===== config.mk =====
export PLATFORM = sky130hd
export DESIGN_NAME = quadrature_positioning_axis
export DESIGN_NICKNAME = d
export VERILOG_FILES = /design/src/sv/qpa_pkg.sv /design/src/sv/quadrature_positioning_axis.sv /design/src/sv/qpa_csr.sv /design/src/sv/qpa_core.sv /design/src/sv/qpa_outq.sv
export SDC_FILE = /design/constraint.sdc
export NUM_CORES = 1
export LEC_CHECK = 0
export BUFFER_PORTS_ARGS = -buffer_cell sky130_fd_sc_hd__buf_2
export CORE_MARGIN = 3
export CORE_UTILIZATION = 50
export CTS_CLUSTER_DIAMETER = 50
export DETAILED_ROUTE_END_ITERATION = 16
export PLACE_DENSITY = 0.66
export SYNTH_ARGS = -nofsm -noshare
export SYNTH_HDL_FRONTEND = slang
export SYNTH_SLANG_ARGS = --single-unit

===== constraint.sdc =====
create_clock -name clock -period 15.4 [get_ports clock]
set_input_delay 2.31 -clock clock [delete_from_list [all_inputs] [get_ports clock]]
set_output_delay 2.31 -clock clock [all_outputs]
set_load 0.05 [all_outputs]

===== src/sv/qpa_pkg.sv =====
// Shared widths, words and types for the quadrature positioning axis.
package qpa_pkg;

   localparam int POS_BITS   = 32;
   localparam int MOVE_BITS  = 24;
   localparam int CNT_BITS   = 24;
   localparam int DUTY_BITS  = 8;
   localparam int BRAKE_BITS = 16;
   localparam int CMD_BITS   = 2;
   localparam int CSR_DATA_BITS = 32;
   localparam int CSR_ADDR_BITS = 5;
   localparam int CSR_IDX_BITS  = CSR_ADDR_BITS - 2;

   // command codes on the input word
   localparam logic [CMD_BITS-1:0] CMD_TICK  = 2'd0;
   localparam logic [CMD_BITS-1:0] CMD_START = 2'd1;
   localparam logic [CMD_BITS-1:0] CMD_HOME  = 2'd2;
   localparam logic [CMD_BITS-1:0] CMD_NONE  = 2'd3;

   // register indexes; byte address is four times the index
   localparam logic [CSR_IDX_BITS-1:0] REG_SLOW_ZONE = 3'd0;
   localparam logic [CSR_IDX_BITS-1:0] REG_DONE      = 3'd1;
   localparam logic [CSR_IDX_BITS-1:0] REG_FAST_DUTY = 3'd2;
   localparam logic [CSR_IDX_BITS-1:0] REG_SLOW_DUTY = 3'd3;
   localparam logic [CSR_IDX_BITS-1:0] REG_BRAKE     = 3'd4;

   typedef struct packed {
      logic [CMD_BITS-1:0]         cmd;
      logic                        enc_a;
      logic                        enc_b;
      logic signed [MOVE_BITS-1:0] move_counts;
   } item_type;

   typedef struct packed {
      logic [CNT_BITS-1:0]   slow_zone_counts;
      logic [CNT_BITS-1:0]   done_counts;
      logic [DUTY_BITS-1:0]  fast_duty;
      logic [DUTY_BITS-1:0]  slow_duty;
      logic [BRAKE_BITS-1:0] brake_ticks;
   } cfg_type;

   typedef struct packed {
      logic                       drive_in1;
      logic                       drive_in2;
      logic [DUTY_BITS-1:0]       duty;
      logic                       moving;
      logic                       braking;
      logic signed [POS_BITS-1:0] position;
      logic                       rejected;
   } result_type;

endpackage


===== src/sv/quadrature_positioning_axis.sv =====
// Top level of the quadrature positioning axis: input register, axis update, result queue.
// Path: a word accepted into the input register goes through the axis update, which writes
// its result into the result queue; it shows on rsp from there and leaves when rsp_stall is low.
// Throughput: one word per cycle while the result queue has room, set by the axis update.
// Reset (synchronous): position, move and brake state cleared, drive coasting, registers
// back to defaults, no result pending.
module quadrature_positioning_axis (
   input  logic                                  clock,
   input  logic                                  reset,
   // input words
   input  logic                                  req_valid,
   output logic                                  req_stall,
   input  logic [qpa_pkg::CMD_BITS-1:0]          req_cmd,
   input  logic                                  req_enc_a,
   input  logic                                  req_enc_b,
   input  logic signed [qpa_pkg::MOVE_BITS-1:0]  req_move_counts,
   // result words
   output logic                                  rsp_valid,
   input  logic                                  rsp_stall,
   output logic                                  rsp_drive_in1,
   output logic                                  rsp_drive_in2,
   output logic [qpa_pkg::DUTY_BITS-1:0]         rsp_duty,
   output logic                                  rsp_moving,
   output logic                                  rsp_braking,
   output logic signed [qpa_pkg::POS_BITS-1:0]   rsp_position,
   output logic                                  rsp_rejected,
   // configuration
   input  logic                                  csr_psel,
   input  logic                                  csr_penable,
   input  logic                                  csr_pwrite,
   input  logic [qpa_pkg::CSR_ADDR_BITS-1:0]     csr_paddr,
   input  logic [qpa_pkg::CSR_DATA_BITS-1:0]     csr_pwdata,
   output logic [qpa_pkg::CSR_DATA_BITS-1:0]     csr_prdata,
   output logic                                  csr_pready
);
   import qpa_pkg::*;

   // Flow: req -> item_ff -> qpa_core (one pass, updates axis state) -> qpa_outq -> rsp.
   // The queue holds two words, so the input side keeps moving while one result
   // waits on a stalled output; the input only stalls when both slots are taken
   // and nothing leaves this cycle.

   cfg_type    cfg;
   item_type   item_ff, item_in;
   logic       item_valid_ff, item_valid_in;
   logic       accept;
   logic       advance;
   logic       q_space;
   result_type result;
   result_type head_word;

   qpa_csr u_csr (
      .clock       (clock),
      .reset       (reset),
      .csr_psel    (csr_psel),
      .csr_penable (csr_penable),
      .csr_pwrite  (csr_pwrite),
      .csr_paddr   (csr_paddr),
      .csr_pwdata  (csr_pwdata),
      .csr_prdata  (csr_prdata),
      .csr_pready  (csr_pready),
      .cfg         (cfg)
   );

   // input register
   assign advance   = item_valid_ff && q_space;
   assign req_stall = item_valid_ff && !q_space;
   assign accept    = req_valid && !req_stall;

   always_comb begin
      item_in             = item_ff;
      item_valid_in       = item_valid_ff && !advance;
      if (accept) begin
         item_in.cmd         = req_cmd;
         item_in.enc_a       = req_enc_a;
         item_in.enc_b       = req_enc_b;
         item_in.move_counts = req_move_counts;
         item_valid_in       = 1'b1;
      end
   end

   always_ff @(posedge clock) begin
      if (reset) begin
         item_valid_ff <= 1'b0;
      end else begin
         item_valid_ff <= item_valid_in;
      end
   end

   always_ff @(posedge clock) begin
      item_ff <= item_in;
   end

   // axis update: state moves only when the word goes on into the queue
   qpa_core u_core (
      .clock   (clock),
      .reset   (reset),
      .step_en (advance),
      .item    (item_ff),
      .cfg     (cfg),
      .result  (result)
   );

   qpa_outq u_outq (
      .clock     (clock),
      .reset     (reset),
      .push      (advance),
      .push_word (result),
      .space     (q_space),
      .rsp_stall (rsp_stall),
      .rsp_valid (rsp_valid),
      .head_word (head_word)
   );

   assign rsp_drive_in1 = head_word.drive_in1;
   assign rsp_drive_in2 = head_word.drive_in2;
   assign rsp_duty      = head_word.duty;
   assign rsp_moving    = head_word.moving;
   assign rsp_braking   = head_word.braking;
   assign rsp_position  = head_word.position;
   assign rsp_rejected  = head_word.rejected;

endmodule


===== src/sv/qpa_csr.sv =====
// Configuration register file behind the APB-style port.
module qpa_csr (
   input  logic                              clock,
   input  logic                              reset,
   input  logic                              csr_psel,
   input  logic                              csr_penable,
   input  logic                              csr_pwrite,
   input  logic [qpa_pkg::CSR_ADDR_BITS-1:0] csr_paddr,
   input  logic [qpa_pkg::CSR_DATA_BITS-1:0] csr_pwdata,
   output logic [qpa_pkg::CSR_DATA_BITS-1:0] csr_prdata,
   output logic                              csr_pready,
   output qpa_pkg::cfg_type                  cfg
);
   import qpa_pkg::*;

   localparam int IDX_BITS = CSR_IDX_BITS;

   localparam logic [CNT_BITS-1:0]   RST_SLOW_ZONE = 24'd76642;
   localparam logic [CNT_BITS-1:0]   RST_DONE      = 24'd1277;
   localparam logic [DUTY_BITS-1:0]  RST_FAST_DUTY = 8'd255;
   localparam logic [DUTY_BITS-1:0]  RST_SLOW_DUTY = 8'd120;
   localparam logic [BRAKE_BITS-1:0] RST_BRAKE     = 16'd250;

   cfg_type             cfg_ff;
   cfg_type             cfg_in;
   logic                wr_en;
   logic [IDX_BITS-1:0] idx;

   assign csr_pready = 1'b1;
   assign wr_en      = csr_psel && csr_penable && csr_pwrite;
   assign idx        = csr_paddr[CSR_ADDR_BITS-1:2];
   assign cfg        = cfg_ff;

   always_comb begin
      cfg_in = cfg_ff;
      if (wr_en) begin
         case (idx)
            REG_SLOW_ZONE: cfg_in.slow_zone_counts = csr_pwdata[CNT_BITS-1:0];
            REG_DONE:      cfg_in.done_counts      = csr_pwdata[CNT_BITS-1:0];
            REG_FAST_DUTY: cfg_in.fast_duty        = csr_pwdata[DUTY_BITS-1:0];
            REG_SLOW_DUTY: cfg_in.slow_duty        = csr_pwdata[DUTY_BITS-1:0];
            REG_BRAKE:     cfg_in.brake_ticks      = csr_pwdata[BRAKE_BITS-1:0];
            default:       cfg_in = cfg_ff;
         endcase
      end
   end

   always_comb begin
      case (idx)
         REG_SLOW_ZONE: csr_prdata = CSR_DATA_BITS'(cfg_ff.slow_zone_counts);
         REG_DONE:      csr_prdata = CSR_DATA_BITS'(cfg_ff.done_counts);
         REG_FAST_DUTY: csr_prdata = CSR_DATA_BITS'(cfg_ff.fast_duty);
         REG_SLOW_DUTY: csr_prdata = CSR_DATA_BITS'(cfg_ff.slow_duty);
         REG_BRAKE:     csr_prdata = CSR_DATA_BITS'(cfg_ff.brake_ticks);
         default:       csr_prdata = '0;
      endcase
   end

   always_ff @(posedge clock) begin
      if (reset) begin
         cfg_ff.slow_zone_counts <= RST_SLOW_ZONE;
         cfg_ff.done_counts      <= RST_DONE;
         cfg_ff.fast_duty        <= RST_FAST_DUTY;
         cfg_ff.slow_duty        <= RST_SLOW_DUTY;
         cfg_ff.brake_ticks      <= RST_BRAKE;
      end else begin
         cfg_ff <= cfg_in;
      end
   end

endmodule


===== src/sv/qpa_core.sv =====
// Axis state and the per-word position, move and drive update.
module qpa_core (
   input  logic                clock,
   input  logic                reset,
   input  logic                step_en,
   input  qpa_pkg::item_type   item,
   input  qpa_pkg::cfg_type    cfg,
   output qpa_pkg::result_type result
);
   import qpa_pkg::*;

   // two extra bits hold the exact signed distance
   localparam int DIFF_BITS = POS_BITS + 2;
   localparam logic [DUTY_BITS-1:0] BRAKE_DUTY = '1;

   typedef struct packed {
      logic                 in1;
      logic                 in2;
      logic [DUTY_BITS-1:0] duty;
   } drive_type;

   localparam drive_type COAST = '{in1: 1'b0, in2: 1'b0, duty: '0};
   localparam drive_type BRAKE = '{in1: 1'b1, in2: 1'b1, duty: BRAKE_DUTY};

   function automatic drive_type drive_run(input logic fwd, input logic [DUTY_BITS-1:0] d);
      drive_type r;
      if (d == '0) begin
         r = COAST;
      end else begin
         r.in1  = fwd;
         r.in2  = !fwd;
         r.duty = d;
      end
      return r;
   endfunction

   logic [POS_BITS-1:0]   pos_ff, pos_in, pos_step;
   logic                  last_a_ff, last_a_in;
   logic [POS_BITS-1:0]   origin_ff, origin_in;
   logic [MOVE_BITS-1:0]  target_ff, target_in;
   logic                  run_ff, run_in;
   logic [BRAKE_BITS-1:0] brake_left_ff, brake_left_in;
   drive_type             drive_ff, drive_in;
   logic                  rejected;

   logic [POS_BITS-1:0]         moved;
   logic signed [DIFF_BITS-1:0] diff;
   logic [DIFF_BITS-1:0]        remain;
   logic                        fwd;
   logic                        reached;
   logic                        slow_hit;
   logic                        done_hit;

   // encoder step: A edge, direction from B against A
   always_comb begin
      pos_step = pos_ff;
      if (item.enc_a != last_a_ff) begin
         if (item.enc_b != item.enc_a) pos_step = pos_ff + POS_BITS'(1);
         else                          pos_step = pos_ff - POS_BITS'(1);
      end
   end

   // signed distance to go, on the freshly stepped position
   assign moved    = pos_step - origin_ff;
   assign diff     = DIFF_BITS'(signed'(target_ff)) - DIFF_BITS'(signed'(moved));
   assign remain   = diff[DIFF_BITS-1] ? unsigned'(-diff) : unsigned'(diff);
   assign fwd      = !target_ff[MOVE_BITS-1];
   assign reached  = fwd ? (diff[DIFF_BITS-1] || diff == '0) : !diff[DIFF_BITS-1];
   assign slow_hit = remain <= DIFF_BITS'(cfg.slow_zone_counts);
   assign done_hit = remain <= DIFF_BITS'(cfg.done_counts);

   always_comb begin
      pos_in        = pos_ff;
      last_a_in     = last_a_ff;
      origin_in     = origin_ff;
      target_in     = target_ff;
      run_in        = run_ff;
      brake_left_in = brake_left_ff;
      drive_in      = drive_ff;
      rejected      = 1'b0;
      case (item.cmd)
         CMD_TICK: begin
            pos_in    = pos_step;
            last_a_in = item.enc_a;
            if (brake_left_ff != '0) begin
               brake_left_in = brake_left_ff - BRAKE_BITS'(1);
               if (brake_left_ff == BRAKE_BITS'(1)) drive_in = COAST;
            end
            if (run_ff) begin
               if (slow_hit) drive_in = drive_run(fwd, cfg.slow_duty);
               if (reached || done_hit) begin
                  run_in        = 1'b0;
                  brake_left_in = cfg.brake_ticks;
                  drive_in      = (cfg.brake_ticks != '0) ? BRAKE : COAST;
               end
            end
         end
         CMD_START: begin
            if (item.move_counts == '0 || brake_left_ff != '0) begin
               rejected = 1'b1;
            end else begin
               origin_in = pos_ff;
               target_in = unsigned'(item.move_counts);
               run_in    = 1'b1;
               drive_in  = drive_run(!item.move_counts[MOVE_BITS-1], cfg.fast_duty);
            end
         end
         CMD_HOME: begin
            pos_in = '0;
         end
         CMD_NONE: begin
            rejected = 1'b0;
         end
         default: begin
            rejected = 1'b0;
         end
      endcase
   end

   assign result.drive_in1 = drive_in.in1;
   assign result.drive_in2 = drive_in.in2;
   assign result.duty      = drive_in.duty;
   assign result.moving    = run_in;
   assign result.braking   = brake_left_in != '0;
   assign result.position  = signed'(pos_in);
   assign result.rejected  = rejected;

   always_ff @(posedge clock) begin
      if (reset) begin
         pos_ff        <= '0;
         last_a_ff     <= 1'b0;
         origin_ff     <= '0;
         target_ff     <= '0;
         run_ff        <= 1'b0;
         brake_left_ff <= '0;
         drive_ff      <= COAST;
      end else if (step_en) begin
         pos_ff        <= pos_in;
         last_a_ff     <= last_a_in;
         origin_ff     <= origin_in;
         target_ff     <= target_in;
         run_ff        <= run_in;
         brake_left_ff <= brake_left_in;
         drive_ff      <= drive_in;
      end
   end

endmodule


===== src/sv/qpa_outq.sv =====
// Two-word result register with skid slot on the result side.
module qpa_outq (
   input  logic                clock,
   input  logic                reset,
   input  logic                push,
   input  qpa_pkg::result_type push_word,
   output logic                space,
   input  logic                rsp_stall,
   output logic                rsp_valid,
   output qpa_pkg::result_type head_word
);
   import qpa_pkg::*;

   logic [1:0] count_ff, count_in;
   result_type slot0_ff, slot0_in;
   result_type slot1_ff, slot1_in;
   logic       pop;

   assign rsp_valid = count_ff != 2'd0;
   assign pop       = rsp_valid && !rsp_stall;
   assign space     = (count_ff != 2'd2) || pop;
   assign head_word = slot0_ff;

   always_comb begin
      slot0_in = slot0_ff;
      slot1_in = slot1_ff;
      count_in = count_ff;
      if (pop) begin
         slot0_in = slot1_ff;
         count_in = count_ff - 2'd1;
      end
      if (push) begin
         // after any pop, the new word lands in the first free slot
         if (count_in == 2'd0) slot0_in = push_word;
         else                  slot1_in = push_word;
         count_in = count_in + 2'd1;
      end
   end

   always_ff @(posedge clock) begin
      if (reset) begin
         count_ff <= 2'd0;
      end else begin
         count_ff <= count_in;
      end
   end

   always_ff @(posedge clock) begin
      slot0_ff <= slot0_in;
      slot1_ff <= slot1_in;
   end

endmodule


# Yosys cells after proc, flatten, opt, wreduce, memory -nomap -nowiden

Cells that the tools add are included.

Bitwise gates (word level): 2
Add/sub/neg operators: 8
Shift-type cells: 0
Order comparisons: 2
Reductions and logical operators: 37
Multiply operators: 0
Eq/ne operators: 10
Mux-type cells: 32
Divide/modulo/power cells: 0

Operators by type and width:

| kind                    | count |
|---|---|
| $mux W45                | 3 |
| $pmux W24 S5            | 1 |
| $mux W10                | 9 |
| $le A34 B24 Y1          | 2 |
| $mux W16                | 4 |
| $mux W32                | 2 |
| $pmux W32 S2            | 1 |
| $reduce_bool A16 Y1     | 3 |
| $logic_not A34 Y1       | 1 |
| $mux W34                | 1 |
| $neg A34 Y34            | 1 |
| $sub A24 B32 Y33        | 1 |
| $add A32 B1 Y32 const B | 1 |
| $sub A32 B1 Y32 const B | 1 |
| $sub A32 B32 Y32        | 1 |
| $logic_not A24 Y1       | 1 |
| $pmux W10 S2            | 1 |
| $eq A16 B1 Y1 const B   | 1 |
| $logic_not A8 Y1        | 2 |
| $sub A16 B1 Y16 const B | 1 |
| $reduce_and A2 Y1       | 7 |
| $logic_and A1 B1 Y1     | 7 |
| $logic_not A1 Y1        | 7 |
| $mux W1                 | 7 |
| 17 further kinds        | 25 |

Memory bits (read-only): 0
Memories kept: 0
RAM bits: 0
Logic and storage cells: 125
Input port bits: 72
Output and inout port bits: 80
Bits in latches: 0
Bits in registers: 317

# Longest topological paths before layout

Word-level depth: 15
Gate-level depth with buffers: 59
Gate-level depth less buffers: 51

# Modules after synthesis

From an unflattened synthesis, not the netlist that was laid out.

Cells, all modules: 2572
Area, all modules: 21380.5 um^2

Modules (own cells, without submodules):

| module                      | area an instance (um^2) | cells an instance | instances |
|---|---|---|---|
| qpa_core                    | 13138.9                 | 1872              | 1 |
| qpa_csr                     | 3971.3                  | 407               | 1 |
| qpa_outq                    | 3373.2                  | 260               | 1 |
| quadrature_positioning_axis | 897.1                   | 33                | 1 |

# Worst setup path after synthesis

OpenSTA, ideal clock, no wires.

Path type: reg-to-reg
From: register item_ff[25] (netlist bit)
To: register u_outq.slot1_ff[42] (netlist bit), data pin
Path slack: 4.741 ns
Data arrival time: 10.402 ns
Required time: 15.143 ns
Cell stages (with the launch flop): 55
Period minus slack after synthesis: 10.659 ns
Cell sequence: edfxtp_1 -> clkbuf_1 -> xor2_1 -> clkbuf_1 -> clkbuf_1 -> clkbuf_1 -> buf_1 -> xnor2_1 -> ha_1 -> or3_1 -> o31a_1 -> a211oi_1 -> o221ai_1 -> nor2_1 -> nor2_1 -> nor3_1 -> and2_1 -> nor2_1 -> [19 not listed] -> o21ai_0 -> xnor2_1 -> ha_1 -> a21o_1 -> a21o_1 -> a21oi_1 -> o21ai_0 -> a221oi_1 -> o21ai_0 -> nand2_1 -> a31oi_1 -> nand3b_1 -> a21oi_1 -> nor4b_2 -> nor2b_1 -> o31ai_1 -> a21oi_1 -> nor2_1

RTL lines:

| item                     | line                              | RTL |
|---|---|---|
| start: declaration       | quadrature_positioning_axis.sv:44 | `item_type item_ff, item_in;` |
| start signal: assignment | quadrature_positioning_axis.sv:91 | `item_ff <= item_in;` |
| end signal: assignment   | qpa_outq.sv:50                    | `slot1_ff <= slot1_in;` |
| end: declaration         | qpa_outq.sv:16                    | `result_type slot1_ff, slot1_in;` |

==> impl_results.md <==
* Crit path top cell by count: a21o_1
* Quantity of I/O buffers inserted on ports at 132
* Number of synthesized flops with an enable pin at 73
* Post-CTS Repair Setup Buffers at 0
* Fmax at 0.0850 GHz
* Fin Setup TNS at 0 ns
* Nets@finish at 2,909
* Asr flop ratio synth at 0
* Clock Path Buffers at 3
* Area Growth Syn to Fin at 10.9%
* First-pass GRT wire length at 96,600 um
* Number of synthesis warnings at 0
* Reg clk slew, reported paths at 0.06 ns
* Peak supply drop at 0.000189 V
* Core Rows at 74
* Root Buffer: clkbuf_16
* Largest net degree at the start of global routing at 134
* Later-pin clock latency in the skew report at 0.56 ns
* Synth top area share at 0.234
* Initial antenna violation count at 0
* Unrepaired setup endpoints after global routing: no
* Io pins at 152
* Crit path max fanout at 49
* Initial Utilization at 0.508
* Final setup fails at 0
* CP top delay family: compound AO/OA/AOI/OAI gates
* DP HPWL at 44,700 um
* Vias in the first global route at 17,914
* Post-CTS sizing at 0
* Layout cells sized above 1 at 0.0997
* Die X at 210 um
* Number of distinct library cells after synthesis at 91
* Detailed Routing Iterations Pass 1 at 6
* Synth top cells by count: 431 x nand2_1, 247 x a21oi_1, 246 x nor2_1
* Area after DPL at 21,700 um2
* Critical Path RT at 15.71 ns
* HP Class: register to register
* # DRC at 0
* Area of the die at 44,200 um2
* Antenna diodes at 0
* Final core occ at 0.564
* Post-Syn Area at 20,800 um2
* Overflow after GRT at 0
* Sequential area share after synthesis at 0.340
* Crit path kind: register to register
* Final WL at 60,700 um
* Post-synthesis cell type with the largest combined area: dfxtp_1
* Gpl congestion at 0.965
* Die height at 210 um
* Synth Instances at 2,689
* Area contributors post-synth: dfxtp_1 23%, edfxtp_1 11%, nand2_1 7.8%
* Final period util at 0.764
* Arr. time, crit path at 12.07 ns
* Hold Violations, Final at 0
* Yosys reg bits at 317
* P_leak at 9.58 nW
* CTS buffer count at 41
* Maxcap violations at 0
* Fin Clk Skew at 0.0180 ns
* Remaining antenna violation count after routing at 0
* Top FF cell, synth: dfxtp_1
* Avg Cell Area, Syn at 7.75 um2
* Sink Count at 317
* CTS tree: yes
* Post-CTS Hold Fix Bufs at 0
* Setup crit end kind: register
* Min cycle time layout at 11.77 ns
* Max stage delay on crit path at 0.93 ns
* Slowest cell on the critical path: nor4b_2
* Element type at the critical path start: register
* 1st-iter DRT viols at 1,749
* Cell with the most instances after synthesis: nand2_1
* # H-tree levels at 2
* Core area at 41,000 um2
* Fill cells at 3,814
* CP bufs+invs at 1
* GRT Util Overall at 0.266
* Total vias in the final route at 19,462
* PwrDens at 229 nW/um2
* Per-cell routed wire length at 18.5 um
* Slew Limit Fails at 0
* Vias/cell at 5.93
* Post-Layout Inst Area at 23,100 um2
* Slew @ Worst Pin at 1.16 ns
* Status: finished clean
* Slew headroom at 0.228
==> worst min-delay path: stages (launching register included) <==
cell and delay [ns]:
dfxtp_1 0.31, nand2_1 0.05, a21oi_1 0.05
==> power by group <==
part | internal [W] | total, W | switching (W)
registers | 0.000985 | 0.00107 | 0.0000831
logic | 0.00121 | 0.00323 | 0.00202
clock network | 0.000608 | 0.00100 | 0.000394
==> cell usage in the layout (no fill, tap or decap), types with 9 or more instances in the layout <==
| cell type | n |
|---|---|
| a211o_1 | 32 |
| a211oi_1 | 26 |
| a21o_1 | 65 |
| a21oi_1 | 247 |
| a22oi_1 | 40 |
| a31oi_1 | 31 |
| and2_1 | 25 |
| and3_1 | 35 |
| buf_2 | 131 |
| buf_4 | 22 |
| clkbuf_16 | 42 |
| conb_1 | 9 |
| dfxtp_1 | 244 |
| edfxtp_1 | 73 |
| ha_1 | 118 |
| inv_1 | 162 |
| mux2_2 | 9 |
| mux2i_1 | 32 |
| nand2_1 | 430 |
| nand2b_1 | 26 |
| nand3_1 | 53 |
| nand3b_1 | 14 |
| nand4_1 | 30 |
| nor2_1 | 242 |
| nor2b_1 | 24 |
| nor3_1 | 54 |
| nor4_1 | 36 |
| o211ai_1 | 16 |
| o21a_1 | 17 |
| o21ai_0 | 100 |
| o21ai_1 | 12 |
| o22ai_1 | 11 |
| o31ai_1 | 15 |
| or2_2 | 10 |
| or3_1 | 23 |
| or4_1 | 16 |
| xnor2_1 | 67 |
| xor2_1 | 35 |
==> registers in the layout, indices dropped and copies added, names as in the netlist <==
signal,count
u_outq.count_ff,2
u_csr.cfg,80
u_core.run_ff,1
item_ff,28
u_outq.head_word,45
u_core.pos_ff,32
u_core.origin_ff,32
u_core.brake_left_ff,16
u_outq.slot1_ff,45
u_core.last_a_ff,1
item_valid_ff,1
u_core.target_ff,24
u_core.drive_ff,10
==> worst paths after layout <==
kind         cells past startpoint                              start  slack (ns)                           endpoint
max                             48              item_ff[25]$_DFFE_PP_        3.63      u_outq.slot1_ff[42]$_DFFE_PP_
min reg2reg                      2  u_core.origin_ff[17]$_SDFFE_PP0P_        0.46  u_core.origin_ff[17]$_SDFFE_PP0P_
max reg2reg                     48              item_ff[25]$_DFFE_PP_        3.63      u_outq.slot1_ff[42]$_DFFE_PP_
min                              2  u_core.origin_ff[17]$_SDFFE_PP0P_        0.46  u_core.origin_ff[17]$_SDFFE_PP0P_
==> kinds of logic after synthesis <==
kind of cell | after synthesis | share of synthesized area
simple gates | 1062 | 0.239
compound gates | 699 | 0.217
buf+inv | 338 | 0.0645
flops | 317 | 0.340
fa+ha+maj | 120 | 0.0728
xor+xnor | 103 | 0.0433
mux | 48 | 0.0241
other cells | 2 | 0.000360
==> metrics by stage <==
stage,total power (W),cells,setup WS (ns),hold WS (ns)
final,0.00530,3281,3.63,0.459
after global placement,0.00417,3206,3.96,0.444
after CTS,0.00530,3281,3.70,0.460
after floorplan,0.00352,2696,4.74,0.436
after global routing,0.00572,3281,2.63,0.478
after detailed placement,0.00427,3206,3.78,0.449
==> cell type report <==
class	count	area [um2]	share of cell area
Timing Repair Buffer	154	832	0.0360
Multi-Input combinational cell	2041	12500	0.541
Sequential cell	317	7080	0.306
Clock buffer	50	1110	0.0481
Tap cell	532	666	0.0288
Clock inverter	25	314	0.0136
Inverter	162	608	0.0263
==> routing by layer <==
layer | GRT usage | routed length (um) | vias to the layer above
li1 | - | - | 9560
met1 | 0.378 | 28200 | 9214
met3 | 0.0360 | 3610 | 85
met2 | 0.426 | 27400 | 603
met4 | 0.0737 | 1470 | 0
met5 | 0 | 0 | -
No activity file was read; power rests on OpenSTA's default activity.
